===== src/rtl/nts_pkg.sv =====
// ----------------------------------------------------------------------------
// nts_pkg
// Shared widths, codes and controller/datapath command types for the
// nearest target search block.
// ----------------------------------------------------------------------------
package nts_pkg;

  localparam int POOL_SIZE = 64;
  localparam int AW        = 6;   // slot index bits
  localparam int CFG_W     = 11;
  localparam int POS_W     = 16;
  localparam int DIFF_W    = 18;
  localparam int SQ_W      = 32;
  localparam int SUM_W     = 33;
  localparam int Q_W       = 15;
  localparam int BIT_W     = 4;
  localparam int PROD_W    = 65;

  localparam logic [CFG_W-1:0] WIDTH_RST  = 11'd1280;
  localparam logic [CFG_W-1:0] HEIGHT_RST = 11'd720;

  localparam logic CFG_WIDTH  = 1'b0;
  localparam logic CFG_HEIGHT = 1'b1;

  localparam logic ACT_WRITE = 1'b0;
  localparam logic ACT_QUERY = 1'b1;

  localparam logic [BIT_W-1:0] TOP_BIT = 4'd14;

  typedef struct packed {
    logic             wr;
    logic             qstart;
    logic             issue;
    logic [AW-1:0]    addr;
    logic             mul_h;
    logic             mul_s;
    logic             cmp;
    logic [BIT_W-1:0] bit_idx;
    logic             load_out;
  } nts_cmd_t;

  typedef struct packed {
    logic out_free;
  } nts_sts_t;

endpackage


===== src/rtl/nts_ctrl.sv =====
// ----------------------------------------------------------------------------
// nts_ctrl
// Sequencer: slot writes, the slot scan, pipeline drain, the bit-by-bit
// normalisation loop and the hand-over to the output register.
// ----------------------------------------------------------------------------
module nts_ctrl (
  input  logic              clk_i,
  input  logic              rst_ni,
  input  logic              in_valid_i,
  input  logic              action_i,
  output logic              in_stall_o,
  input  nts_pkg::nts_sts_t sts_i,
  output nts_pkg::nts_cmd_t cmd_o
);
  import nts_pkg::*;

  typedef enum logic [2:0] {
    S_IDLE, S_SCAN, S_DRAIN, S_MULH, S_MULS, S_CMP, S_DONE
  } state_e;

  state_e           state_q;
  logic [AW-1:0]    cnt_q;
  logic [BIT_W-1:0] bit_q;

  assign in_stall_o = (state_q != S_IDLE);

  always_comb begin
    cmd_o          = '0;
    cmd_o.addr     = cnt_q;
    cmd_o.bit_idx  = bit_q;
    unique case (state_q)
      S_IDLE: begin
        cmd_o.wr     = in_valid_i && (action_i == ACT_WRITE);
        cmd_o.qstart = in_valid_i && (action_i == ACT_QUERY);
      end
      S_SCAN:  cmd_o.issue    = 1'b1;
      S_MULH:  cmd_o.mul_h    = 1'b1;
      S_MULS:  cmd_o.mul_s    = 1'b1;
      S_CMP:   cmd_o.cmp      = 1'b1;
      S_DONE:  cmd_o.load_out = sts_i.out_free;
      default: ;
    endcase
  end

  always_ff @(posedge clk_i or negedge rst_ni) begin
    if (!rst_ni) begin
      state_q <= S_IDLE;
      cnt_q   <= '0;
      bit_q   <= '0;
    end else begin
      unique case (state_q)
        S_IDLE: begin
          if (in_valid_i && (action_i == ACT_QUERY)) begin
            state_q <= S_SCAN;
            cnt_q   <= '0;
          end
        end
        S_SCAN: begin
          if (cnt_q == AW'(POOL_SIZE - 1)) begin
            state_q <= S_DRAIN;
            cnt_q   <= '0;
          end else begin
            cnt_q <= cnt_q + 1'b1;
          end
        end
        S_DRAIN: begin
          // three stages behind the last read
          if (cnt_q == AW'(2)) begin
            state_q <= S_MULH;
            bit_q   <= TOP_BIT;
          end else begin
            cnt_q <= cnt_q + 1'b1;
          end
        end
        S_MULH: state_q <= S_MULS;
        S_MULS: state_q <= S_CMP;
        S_CMP: begin
          if (bit_q == '0) begin
            state_q <= S_DONE;
          end else begin
            bit_q   <= bit_q - 1'b1;
            state_q <= S_MULH;
          end
        end
        S_DONE: begin
          if (sts_i.out_free) state_q <= S_IDLE;
        end
        default: state_q <= S_IDLE;
      endcase
    end
  end

endmodule


===== config.mk =====
export PLATFORM = sky130hd
export DESIGN_NAME = nts_ctrl
export DESIGN_NICKNAME = d
export VERILOG_FILES = /design/src/rtl/nts_pkg.sv /design/src/rtl/nts_ctrl.sv
export SDC_FILE = /design/constraint.sdc
export NUM_CORES = 1
export LEC_CHECK = 0
export BUFFER_PORTS_ARGS = -buffer_cell sky130_fd_sc_hd__buf_4
export CAP_MARGIN = 15
export CELL_PAD_IN_SITES_DETAIL_PLACEMENT = 1
export CELL_PAD_IN_SITES_GLOBAL_PLACEMENT = 2
export CORE_ASPECT_RATIO = 2
export CORE_UTILIZATION = 25
export DETAILED_ROUTE_END_ITERATION = 10
export GPL_TIMING_DRIVEN = 0
export PLACE_DENSITY = 0.69
export SYNTH_ARGS = -nofsm -noshare
export SYNTH_HDL_FRONTEND = slang
export SYNTH_SLANG_ARGS = --single-unit

===== constraint.sdc =====
create_clock -name clk_i -period 2.9 [get_ports clk_i]
set_input_delay 0.29 -clock clk_i [delete_from_list [all_inputs] [get_ports clk_i]]
set_output_delay 0.29 -clock clk_i [all_outputs]
set_load 0.05 [all_outputs]

== Word-level counts from Yosys, hierarchy flattened ==
Index checks and enable logic that the tools add are counted.
Storage, ports and cells
  register bits: 13
  input port bits: 5
  output and inout bits: 18
  word-level logic and storage cells: 49
Operators by class
  $add $sub $neg: 2
  eq/ne operators: 14
  multiplexer cells: 19
  bitwise operators: 1
  reduce and logical (&&, ||, !) cells: 10
Operators by type and width (number)
  $pmux W3 S7: 1
  $mux W6: 3
  $pmux W6 S3: 1
  $mux W3: 5
  $ne A2 B2 Y1 const B: 6
  $eq A3 B3 Y1 const B: 3
  $mux W4: 2
  $pmux W4 S2: 1
  $add A6 B1 Y6 const B: 1
  $eq A3 B2 Y1 const B: 2
  $eq A6 B2 Y1 const B: 1
  $eq A6 B6 Y1 const B: 1
  $reduce_and A3 Y1: 2
  $reduce_bool A3 Y1: 2
  $mux W1: 5
  $logic_not A4 Y1: 1
  $reduce_and A4 Y1: 1
  $sub A4 B1 Y4 const B: 1
  $eq A3 B1 Y1 const B: 1
  $logic_not A3 Y1: 1
  $logic_and A1 B1 Y1: 2
  $mux W2: 1
  $reduce_bool A2 Y1: 1
  $not A1 Y1: 1

== Longest topological paths before layout ==
Gate-level depths: netlist of run 1.
  word-level depth: 3
  depth in mapped cells: 7
  gate-level depth less buffers: 6

== Worst setup path after synthesis of run 1 ==
Ideal clock, no wire load.
  path type: reg-to-output
  from: register state_q[2]
  to: output cmd_o[16] (netlist bit)
  arrival time: 2.460 ns
  required time: 2.610 ns
  setup slack: 0.150 ns
  cell stages (with the launch flop): 4
  buffers on the path: 1
  cell sequence: dfrtp_1 > clkbuf_1 > or3_1 > nor3b_1
RTL lines
  start: declaration: line nts_ctrl.sv:21  | state_e state_q;
  start signal: assignment: line nts_ctrl.sv:47  | state_q <= S_IDLE;
  start signal: assignment: line nts_ctrl.sv:54  | state_q <= S_SCAN;
  start signal: assignment: line nts_ctrl.sv:60  | state_q <= S_DRAIN;
  end: declaration: line nts_ctrl.sv:13  | output nts_pkg::nts_cmd_t cmd_o

==> results of run 1 <==
## where the power goes
group | switching, uW | internal [uW]
Clock | 75.8 | 95.1
Sequential | 121 | 261
Combinational | 660 | 296
## logic make-up (layout without fill, tap and decap cells)
kind of cell	count (synthesis)	after routing	synth area share, %
fa+ha+maj	3	3	4.34
simple gates	43	43	26.9
flops	13	13	37.6
compound gates	29	29	22.1
buf+inv	13	40	7.08
xor+xnor	2	2	2.02
## worst paths after layout
path	from	endpoint	slack [ps]	cells past startpoint
setup / recovery	state_q[2]	cmd_o[16]	720	4
hold / removal	sts_i	state_q[2]	420	4
setup reg to reg	cnt_q[0]	cnt_q[3]	1030	7
hold reg to reg	bit_q[3]	bit_q[3]	540	2
max in group asynchronous	rst_ni	cnt_q[2]	2300	2
min in group asynchronous	rst_ni	bit_q[1]	430	2
## cells in the mapped netlist, types with 2 or more instances
cell type,instances
dfrtp_1,13
a21oi_1,8
nor2_1,8
nand2_1,7
o21ai_0,7
inv_1,6
nand3_1,6
and3_1,4
clkbuf_1,4
ha_1,3
nand4_1,3
nor3_1,3
a211oi_1,2
a32oi_1,2
nand2b_1,2
o31ai_1,2
## worst max-delay path, delay by kind of cell (launching register included)
kind,cells,cell delay [ps]
and+or+nand+nor,2,710
buffers and inverters,2,490
DFF,1,440
## area by class of cell
class,instances,share of cell area (%)
repair buffers,23,15.6
clock buffers,3,3.67
clock inverters,1,0.444
plain buffers,7,3.44
inverters,6,2.00
flip-flops and latches,13,28.9
multi-input cells,77,42.6
well taps,31,3.44
## per-stage QoR
stage / cells / hold WS [ps] / utilization [%] / instance area (um2) / worst slack (ps)
floorplan: 103 / -5.59 / - / 866 / 150
global placement: 156 / 152 / 33.1 / 1070 / 1050
detailed placement: 156 / 155 / 33.1 / 1070 / 993
CTS: 161 / 421 / 34.9 / 1130 / 705
global route: 161 / 436 / 34.9 / 1130 / 621
finish: 161 / 419 / 34.9 / 1130 / 720
## repair_timing
action,4_1_cts,5_1_grt
buffers inserted,0,0
endpoints found under the setup margin,0,0
hold buffers,1,0
endpoints found under the hold margin,13,0
## flip-flops by register name, summed over array words and instances, names as in the netlist
name,cells
bit_q,4
cnt_q,6
state_q,3
## routing by layer
layer	up-vias	global-route usage, %
met3	4	2.77
met5	-	0
met4	0	7.95
met1	441	16.3
li1	427	-
met2	22	30.5
## layout by cell type, fill, tap and decap left out, types with 2 or more instances in the layout
cell type	Yosys	final
buf_4	1	23
a21oi_1	8	8
dfrtp_1	13	13
nand2b_1	2	2
inv_1	6	6
a211oi_1	2	2
a32oi_1	2	2
nand4_1	3	3
and3_1	4	4
o31ai_1	2	2
nand2_1	7	7
nor2_1	8	8
clkbuf_1	4	4
o21ai_0	7	7
nor3_1	3	3
ha_1	3	3
nand3_1	6	6
clkbuf_8	0	3
==> impl_metrics.sql, run 1 <==
INSERT INTO impl_metrics (metric_group, metric, value, unit) VALUES
('timing', 'finalHoldViolCount', '0', ''),
('final_layout', 'seq_area', '325', 'um2'),
('timing', 'fin_crit_sh', '75.2', '%'),
('routing', 'routed_via_density', '5.55', ''),
('clock_network', 'clock_sink_count', '13', ''),
('worst_setup_path', 'slowest_stage', 'or3_1', ''),
('routing', 'detailroute.wirelength.met2', '1670', 'um'),
('clock_network', 'tritoncts', 'done', ''),
('final_layout', 'drive_above_1_share', '25.4', '%'),
('clock_network', 'cts_root_buffer', 'clkbuf_8', ''),
('logic_synthesis', 'synth_area_leader_cell', 'dfrtp_1', ''),
('clock_network', 'cts_max_path_buffers', '2', ''),
('floorplanning', 'die_y', '85.2', 'um'),
('timing', 'max_freq', '459', 'MHz'),
('routing', 'drc', '4', ''),
('clock_network', 'cts_resized', '0', ''),
('worst_setup_path', 'critical_path.cell_chain', 'clkbuf_1, or3_1, nor3b_1, buf_4', ''),
('logic_synthesis', 'netlist_area', '866', 'um2'),
('outcome', 'run_status', 'finished with violations', ''),
('worst_setup_path', 'path_class', 'register to output pin', ''),
('grt', 'grt_pass1_wl', '4420', 'um'),
('logic_synthesis', 'ys_seq_elements', '13', ''),
('timing', 'slew-limit-headroom', '69.5', '%'),
('outcome', 'failed_checks', 'DRC', ''),
('timing', 'final-setup-viol-count', '0', ''),
('floorplanning', 'floorplan.core_area', '3230', 'um2'),
('logic_synthesis', 'synth_edf_count', '0', ''),
('logic_synthesis', 'top_area_cells_in_the_synthesized_netlist', 'dfrtp_1 38%, a21oi_1 4.6%, ha_1 4.3%', ''),
('routing', 'initialDrtViolationCount', '30', ''),
('logic_synthesis', 'yosysWarningCount', '0', ''),
('routing', 'finalWirelength', '2870', 'um'),
('logic_synthesis', 'synth.lib_cells_used.distinct', '39', ''),
('power_and_ir_drop', 'vdd_drop_max', '0.513', 'mV'),
('power_and_ir_drop', 'leak_pwr', '0.000522', 'uW'),
('grt', 'antenna_found_initial', '0', ''),
('floorplanning', 'core.rowCount', '29', ''),
('placed_design', 'gp_congestion', '0.733', ''),
('worst_setup_path', 'crit_arrival', '1890', 'ps'),
('clock_network', 'clk_pin_slew_worst_paths', '60', 'ps'),
('placed_design', 'hpwlAfterDp', '2180', 'um'),
('clock_network', 'htreeDepth', '1', ''),
('worst_hold_path', 'holdCritPathClass', 'primary input to register', ''),
('logic_synthesis', 'synthArstFlopShare', '100', '%'),
('timing', 'fin_setup_tns', '0', 'ps'),
('timing', 'grt_setup_unrepaired', 'no', ''),
('routing', 'routedWlPerCell', '17.8', 'um'),
('final_layout', 'net_count_of_the_finished_layout', '139', ''),
('worst_setup_path', 'critical_path.max_fanout', '10', ''),
('logic_synthesis', 'syn_avg_cell_area', '8.41', 'um2'),
('timing', 'post-route-min-period', '2180', 'ps'),
('clock_network', 'number_of_clock_buffers_inserted_by_tritoncts', '3', ''),
('worst_setup_path', 'slowest_stage_delay_cp', '470', 'ps'),
('final_layout', 'area_growth', '30.1', '%'),
('worst_setup_path', 'worst-endpoint-required', '2610', 'ps'),
('logic_synthesis', 'syn-num-nets', '111', ''),
('final_layout', 'antenna_cells_inserted', '0', ''),
('routing', 'met3WireLength', '96', 'um'),
('floorplanning', 'ios', '23', ''),
('final_layout', 'multiInputGateArea', '479', 'um2'),
('worst_setup_path', 'timing.critical_path.from_type', 'register', ''),
('logic_synthesis', 'synth_top_area_share', '37.6', '%'),
('job', 'max_cap_violations', '0', ''),
('placed_design', 'port_buffers', '22', ''),
('routing', 'ant_nets', '0', ''),
('routing', 'firstDrtPassIters', '7', ''),
('grt', 'first_global_vias', '888', ''),
('routing', 'detailroute.via_count', '894', ''),
('grt', 'overflow', '0', ''),
('grt', 'grt_max_degree', '14', ''),
('floorplanning', 'die_width', '43.6', 'um'),
('routing', 'route.layer.met1.wl', '1060', 'um'),
('clock_network', 'clock_latency', '250', 'ps'),
('timing', 'worst-slew-pin-transition', '458', 'ps'),
('logic_synthesis', 'netlist_instances', '103', ''),
('logic_synthesis', 'seq_area_frac_synth', '37.6', '%'),
('logic_synthesis', 'synth_ff_type', 'dfrtp_1', ''),
('grt', 'track_usage', '16.4', '%'),
('timing', 'slew_violations', '0', ''),
('timing', 'finClkSkew', '3.70', 'ps'),
('floorplanning', 'full_die_area', '3720', 'um2'),
('routing', 'maxUsedRoutingLayer', 'met4', ''),
('power_and_ir_drop', 'power-per-cell-area', '1340', 'nW/um2'),
('power_and_ir_drop', 'p_total', '1510', 'uW'),
('worst_setup_path', 'setup.worst_path.end_class', 'output pin', ''),
('final_layout', 'fill_cells', '396', ''),
('floorplanning', 'start_util', '26.8', '%');
Note: power is estimated with default switching activity, not from simulation.
==> run 2: changes to the inputs <==
PLACE_DENSITY = 0.71   (was 0.69)
clock period = 1.8 ns   (was 2.9 ns; I/O delays follow)
==> run 2 against run 1 <==
  * The run still ends with DRC left
  * Sequential share of layout area shrank 2.8 points
  * Routed wire length shrank 0.49%
  * Register-to-register slack worse by 980 ps
  * Highest routed layer unchanged
==> impl_metrics.sql, run 2 (synthesis results as in run 1) <==
INSERT INTO impl_metrics (metric_group, metric, value, unit) VALUES
('routing', 'routedWlPerCell', '16.9', 'um'),
('final_layout', 'fin_cells', '169', ''),
('routing', 'drc', '1', ''),
('worst_setup_path', 'critical_path.cell_chain', 'buf_6, or3_4, nor3b_4, buf_6', ''),
('grt', 'first_global_vias', '950', ''),
('power_and_ir_drop', 'clkPwrFrac', '9.9', '%'),
('final_layout', 'largest_registers', 'cnt_q (6), bit_q (4), state_q (3)', ''),
('clock_network', 'clock_latency', '240', 'ps'),
('worst_setup_path', 'r2r_end', 'cnt_q[3]', ''),
('power_and_ir_drop', 'vdd_drop_max', '1.12', 'mV'),
('outcome', 'failed_checks', 'DRC', ''),
('timing', 'fin_crit_sh', '98.8', '%'),
('job', 'max_cap_violations', '0', ''),
('final_layout', 'top_register_by_number_of_flip_flops', 'cnt_q', ''),
('timing', 'slew_violations', '0', ''),
('timing', 'finalHoldWorstSlack', '300', 'ps'),
('grt', 'grt_max_degree', '14', ''),
('clock_network', 'htreeDepth', '1', ''),
('worst_setup_path', 'timing.reg2reg.worst_path_depth', '5', ''),
('timing', 'finalHoldViolCount', '0', ''),
('final_layout', 'drive_above_1_share', '44.2', '%'),
('worst_setup_path', 'timing.critical_path.from_type', 'register', ''),
('worst_hold_path', 'hold-path-endpoint', 'state_q[2]', ''),
('floorplanning', 'die_y', '85.2', 'um'),
('placed_design', 'port_buffers', '22', ''),
('power_and_ir_drop', 'power-per-cell-area', '2090', 'nW/um2'),
('worst_setup_path', 'crit_top_cell', 'buf_6', ''),
('floorplanning', 'floorplan.core_area', '3230', 'um2'),
('power_and_ir_drop', 'cellInternalPower', '1240', 'uW'),
('floorplanning', 'full_die_area', '3720', 'um2'),
('floorplanning', 'core.rowCount', '29', ''),
('grt', 'track_usage', '16.6', '%'),
('timing', 'finClkSkew', '2.63', 'ps'),
('final_layout', 'antenna_cells_inserted', '0', ''),
('power_and_ir_drop', 'pwr-share-seq', '22.7', '%'),
('routing', 'finalWirelength', '2860', 'um'),
('clock_network', 'cts_max_path_buffers', '2', ''),
('floorplanning', 'start_util', '26.8', '%'),
('final_layout', 'net_count_of_the_finished_layout', '147', ''),
('grt', 'grt_pass1_wl', '4630', 'um'),
('placed_design', 'hpwlAfterDp', '2180', 'um'),
('worst_setup_path', 'critical_path.max_fanout', '10', ''),
('final_layout', 'finalCoreUtilization', '39.5', '%'),
('power_and_ir_drop', 'switching_share', '53.5', '%'),
('worst_hold_path', 'number_of_instances_on_the_worst_hold_path', '4', ''),
('worst_hold_path', 'timing.hold.worst.start', 'sts_i', ''),
('timing', 'grt_setup_unrepaired', 'yes', ''),
('clock_network', 'tritoncts', 'done', ''),
('power_and_ir_drop', 'p_comb_share', '67.4', '%'),
('grt', 'overflow', '0', ''),
('final_layout', 'layout_common_cells', '32 x buf_4, 7 x nand2_1, 7 x a21oi_1, 7 x o21ai_0, 7 x dfrtp_1', ''),
('final_layout', 'layout.cells.most_common', 'buf_4', ''),
('floorplanning', 'die_width', '43.6', 'um'),
('timing', 'post-route-min-period', '1780', 'ps'),
('worst_setup_path', 'regToRegSetupSlack', '50', 'ps'),
('worst_setup_path', 'crit_arrival', '1600', 'ps'),
('timing', 'final-setup-viol-count', '0', ''),
('worst_hold_path', 'holdCritPathClass', 'primary input to register', ''),
('timing', 'worst-slew-pin-transition', '389', 'ps'),
('clock_network', 'clock_sink_count', '13', ''),
('outcome', 'run_status', 'finished with violations', ''),
('power_and_ir_drop', 'power_switching', '1430', 'uW'),
('final_layout', 'fill_cells', '372', ''),
('final_layout', 'area_growth', '47.3', '%'),
('clock_network', 'cts_root_buffer', 'clkbuf_8', ''),
('clock_network', 'number_of_clock_buffers_inserted_by_tritoncts', '3', ''),
('placed_design', 'gp_congestion', '0.746', ''),
('routing', 'routed_via_density', '5.37', ''),
('clock_network', 'clk_pin_slew_worst_paths', '60', 'ps'),
('worst_setup_path', 'slowest_stage', 'dfrtp_1', ''),
('power_and_ir_drop', 'leak_pwr', '0.000579', 'uW'),
('routing', 'initialDrtViolationCount', '8', ''),
('timing', 'max_freq', '562', 'MHz'),
('placed_design', 'placedCellCount', '156', ''),
('final_layout', 'multiInputGateArea', '536', 'um2'),
('floorplanning', 'ios', '23', ''),
('worst_setup_path', 'critical_path.startpoint', 'state_q[0]', ''),
('final_layout', 'largest_reg_flops', '6', ''),
('grt', 'antenna_found_initial', '0', ''),
('worst_setup_path', 'worst-endpoint-required', '1620', 'ps'),
('routing', 'ant_nets', '0', ''),
('timing', 'slew-limit-headroom', '74.0', '%'),
('worst_setup_path', 'path_class', 'register to output pin', ''),
('routing', 'firstDrtPassIters', '7', ''),
('worst_setup_path', 'setup.worst_path.end_class', 'output pin', ''),
('routing', 'detailroute.via_count', '907', ''),
('worst_setup_path', 'slowest_stage_delay_cp', '420', 'ps'),
('final_layout', 'seq_area', '333', 'um2'),
('worst_setup_path', 'launching_point_of_the_worst_reg2reg_path', 'state_q[1]', '');
==> run 2: how the worst max path moves through the flow <==
stage / end / depth (start not counted)
finish: cmd_o[16] / 4
global route: cmd_o[16] / 4
CTS: cmd_o[16] / 4
detailed placement: bit_q[3] / 7
global placement: bit_q[3] / 7
floorplan: cnt_q[3] / 7
==> run 2: power by group through the flow <==
stage,clock network [uW],registers [uW],logic (uW)
CTS,274,615,1650
global placement,0,623,1570
detailed placement,0,627,1600
finish,265,604,1790
global route,283,629,1920
floorplan,0,909,828
==> run 2: stage by stage <==
stage / setup TNS (ps) / instance area, um2 / worst slack [ps] / power, uW
after global routing: -24.1 / 1270 / -24.1 / 2830
final: 0 / 1270 / 22.0 / 2660
after detailed placement: -40.3 / 1110 / -40.3 / 2220
after floorplan: -91.9 / 911 / -49.7 / 1740
after global placement: 0 / 1110 / 6.51 / 2200
after CTS: -43.9 / 1190 / -43.9 / 2530
==> run 2: routing by layer <==
| metal | part of all wire (%) | wire length, um | GRT usage, % | up-vias |
|---|---|---|---|---|
| met3 | 2.7 | 78 | 2.55 | 4 |
| li1 | - | - | - | 447 |
| met4 | 2.0 | 56 | 6.82 | 0 |
| met2 | 58 | 1640 | 30.5 | 18 |
| met5 | 0 | 0 | 0 | - |
| met1 | 38 | 1080 | 17.8 | 438 |
==> run 2: layout make-up <==
cell class | instances | share of cell area (%)
clock inverters | 1 | 0.393
flip-flops and latches | 13 | 26.1
repair buffers | 32 | 19.3
clock buffers | 3 | 3.24
multi-input cells | 77 | 42.0
inverters | 6 | 1.77
plain buffers | 6 | 4.12
well taps | 31 | 3.04
==> run 2: repair_timing <==
item                                    in CTS  in global routing
setup buffers                                1                  8
hold endpoints to repair                    13                  0
cloned                                       0                  0
pin swaps                                    0                  3
hold buffers                                 1                  0
resized for setup                            6                 10
endpoints found under the setup margin       5                  4
==> run 2: worst max-delay path, delay by kind of cell, from the launching register on <==
family,cells,cell delay [ps]
AND/OR/NAND/NOR,2,600
buffers and inverters,2,340
flip-flops,1,420
==> run 3: changes to the inputs <==
CORE_MARGIN = 2   (was default)
CORE_UTILIZATION = 26   (was 25)
PLACE_DENSITY = 0.73   (was 0.71)
TNS_END_PERCENT = 50   (was default)
==> run 3 against run 2 <==
  * The flow now finishes without violations
  * Global-route usage shrank 0.99 points
  * Via count shrank 1.7%
  * Design area shrank 4.7%
  * Sequential power shrank 0.7%
  * Largest power group unchanged
==> impl_metrics.sql, run 3 (synthesis results as in run 1) <==
INSERT INTO impl_metrics (metric_group, metric, value, unit) VALUES
('worst_setup_path', 'launching_point_of_the_worst_reg2reg_path', 'cnt_q[0]', ''),
('power_and_ir_drop', 'p_comb_share', '66.2', '%'),
('final_layout', 'drive_above_1_share', '35.6', '%'),
('placed_design', 'hpwlAfterDp', '2180', 'um'),
('timing', 'max_freq', '559', 'MHz'),
('floorplanning', 'die_y', '85.6', 'um'),
('routing', 'firstDrtPassIters', '4', ''),
('power_and_ir_drop', 'switching_share', '54.2', '%'),
('timing', 'finalHoldWorstSlack', '291', 'ps'),
('grt', 'track_usage', '15.6', '%'),
('grt', 'grt_max_degree', '14', ''),
('clock_network', 'cts_root_buffer', 'clkbuf_8', ''),
('routing', 'drc', '0', ''),
('clock_network', 'number_of_clock_buffers_inserted_by_tritoncts', '3', ''),
('timing', 'final-setup-viol-count', '0', ''),
('grt', 'first_global_vias', '950', ''),
('power_and_ir_drop', 'leak_pwr', '0.000551', 'uW'),
('worst_setup_path', 'path_class', 'register to output pin', ''),
('clock_network', 'cts_max_path_buffers', '2', ''),
('outcome', 'run_status', 'finished clean', ''),
('clock_network', 'clock_latency', '240', 'ps'),
('routing', 'routed_via_density', '5.47', ''),
('worst_setup_path', 'timing.critical_path.from_type', 'register', ''),
('timing', 'finalHoldViolCount', '0', ''),
('power_and_ir_drop', 'vdd_drop_max', '0.978', 'mV'),
('worst_setup_path', 'critical_path.startpoint', 'state_q[1]', ''),
('floorplanning', 'core.rowCount', '29', ''),
('timing', 'finClkSkew', '3.91', 'ps'),
('placed_design', 'pre_cts_slack', '-30.6', 'ps'),
('timing', 'post-route-min-period', '1790', 'ps'),
('final_layout', 'net_count_of_the_finished_layout', '141', ''),
('floorplanning', 'floorplan.core_area', '3190', 'um2'),
('timing', 'grt_setup_unrepaired', 'yes', ''),
('final_layout', 'top_register_by_number_of_flip_flops', 'cnt_q', ''),
('timing', 'fin_crit_sh', '99.4', '%'),
('placed_design', 'port_buffers', '22', ''),
('power_and_ir_drop', 'power-per-cell-area', '2110', 'nW/um2'),
('final_layout', 'antenna_cells_inserted', '0', ''),
('timing', 'postLayoutSetupSlackWorst', '11.2', 'ps'),
('worst_hold_path', 'timing.hold.worst.start', 'sts_i', ''),
('job', 'max_cap_violations', '0', ''),
('final_layout', 'largest_reg_flops', '6', ''),
('worst_setup_path', 'regToRegSetupSlack', '60', 'ps'),
('routing', 'detailroute.via_count', '892', ''),
('worst_setup_path', 'crit_arrival', '1610', 'ps'),
('final_layout', 'largest_registers', 'cnt_q (6), bit_q (4), state_q (3)', ''),
('power_and_ir_drop', 'pwr-share-seq', '23.4', '%'),
('routing', 'routedWlPerCell', '16.8', 'um'),
('clock_network', 'clk_pin_slew_worst_paths', '60', 'ps'),
('final_layout', 'area_growth', '40.3', '%'),
('timing', 'slew-limit-headroom', '74.3', '%'),
('worst_setup_path', 'critical_path.max_fanout', '10', ''),
('worst_setup_path', 'worst-endpoint-required', '1620', 'ps'),
('routing', 'finalWirelength', '2750', 'um'),
('power_and_ir_drop', 'cellInternalPower', '1170', 'uW'),
('timing', 'worst-slew-pin-transition', '385', 'ps'),
('floorplanning', 'die_width', '44.8', 'um'),
('power_and_ir_drop', 'clkPwrFrac', '10.3', '%'),
('worst_hold_path', 'holdCritPathClass', 'primary input to register', ''),
('floorplanning', 'full_die_area', '3840', 'um2'),
('power_and_ir_drop', 'power_switching', '1390', 'uW'),
('placed_design', 'gp_congestion', '0.856', ''),
('routing', 'initialDrtViolationCount', '13', ''),
('grt', 'overflow', '0', ''),
('clock_network', 'tritoncts', 'done', ''),
('clock_network', 'clock_sink_count', '13', ''),
('final_layout', 'layout.cells.most_common', 'buf_4', ''),
('worst_setup_path', 'setup.worst_path.end_class', 'output pin', ''),
('timing', 'slew_violations', '0', ''),
('clock_network', 'htreeDepth', '1', ''),
('routing', 'ant_nets', '0', ''),
('floorplanning', 'ios', '23', ''),
('final_layout', 'layout_common_cells', '26 x buf_4, 9 x dfrtp_1, 8 x a21oi_1', ''),
('floorplanning', 'start_util', '27.1', '%'),
('grt', 'antenna_found_initial', '0', ''),
('grt', 'grt_pass1_wl', '4510', 'um');
-- run 3: cell types whose count changed in the layout (fill, tap and decap cells not counted), sizes merged --
cell,delta
buf,-7
clkbuf,+2
clkinv,-1
-- run 3: worst max-delay path, cell delays in order (launching register included) --
cell     delay [ps]
dfrtp_2         430
buf_8           140
or3_4           420
nor3b_4         190
buf_6           180
-- run 3: metrics by stage --
step | instances | utilization, % | setup TNS [ps] | power [uW] | cell area, um2
3_3_place_gp | 156 | 34.8 | -13.7 | 2190 | 1110
2_1_floorplan | 103 | - | -249 | 1730 | 906
3_5_place_dp | 156 | 34.8 | -30.6 | 2210 | 1110
6_report | 163 | 38.0 | 0 | 2560 | 1210
4_1_cts | 162 | 37.7 | -14.9 | 2580 | 1200
5_1_grt | 163 | 38.0 | -50.7 | 2750 | 1210
-- run 3: power groups by stage --
| stage | sequential [uW] | clock (uW) | combinational, uW |
|---|---|---|---|
| floorplan | 902 | 0 | 824 |
| finish | 600 | 265 | 1700 |
| detailed placement | 623 | 0 | 1590 |
| CTS | 608 | 279 | 1690 |
| global placement | 619 | 0 | 1570 |
| global route | 627 | 286 | 1830 |
-- run 3: what timing repair did --
item / 4_1_cts / 5_1_grt
pin swaps: 0 / 2
gates resized for setup: 9 / 2
hold buffers: 1 / 0
buffers inserted: 2 / 1
hold endpoints to repair: 13 / 0
setup endpoints to repair: 4 / 3
cloned: 0 / 0
-- run 3: final cells by class --
class / instances / area [um2]
fill: 394 / 1980
multi-input combinational: 77 / 518
sequential: 13 / 330
timing repair buffer: 26 / 201
buffer: 6 / 58.8
clock buffer: 4 / 45.0
tap: 31 / 38.8
inverter: 6 / 22.5
-- run 3: path summary, 6_finish.rpt --
kind,cells past startpoint,end
min in group asynchronous,2,bit_q[1]
max in group asynchronous,2,cnt_q[1]
max reg2reg,7,cnt_q[3]
min,4,state_q[2]
max,4,cmd_o[16]
min reg2reg,1,cnt_q[0]
-- run 3: per-layer routing --
metal	up-vias	global-route usage, %	wire (um)
li1	434	-	-
met1	439	16.4	978
met2	17	30.8	1670
met3	2	2.11	91
met4	0	3.21	10
met5	-	0	0
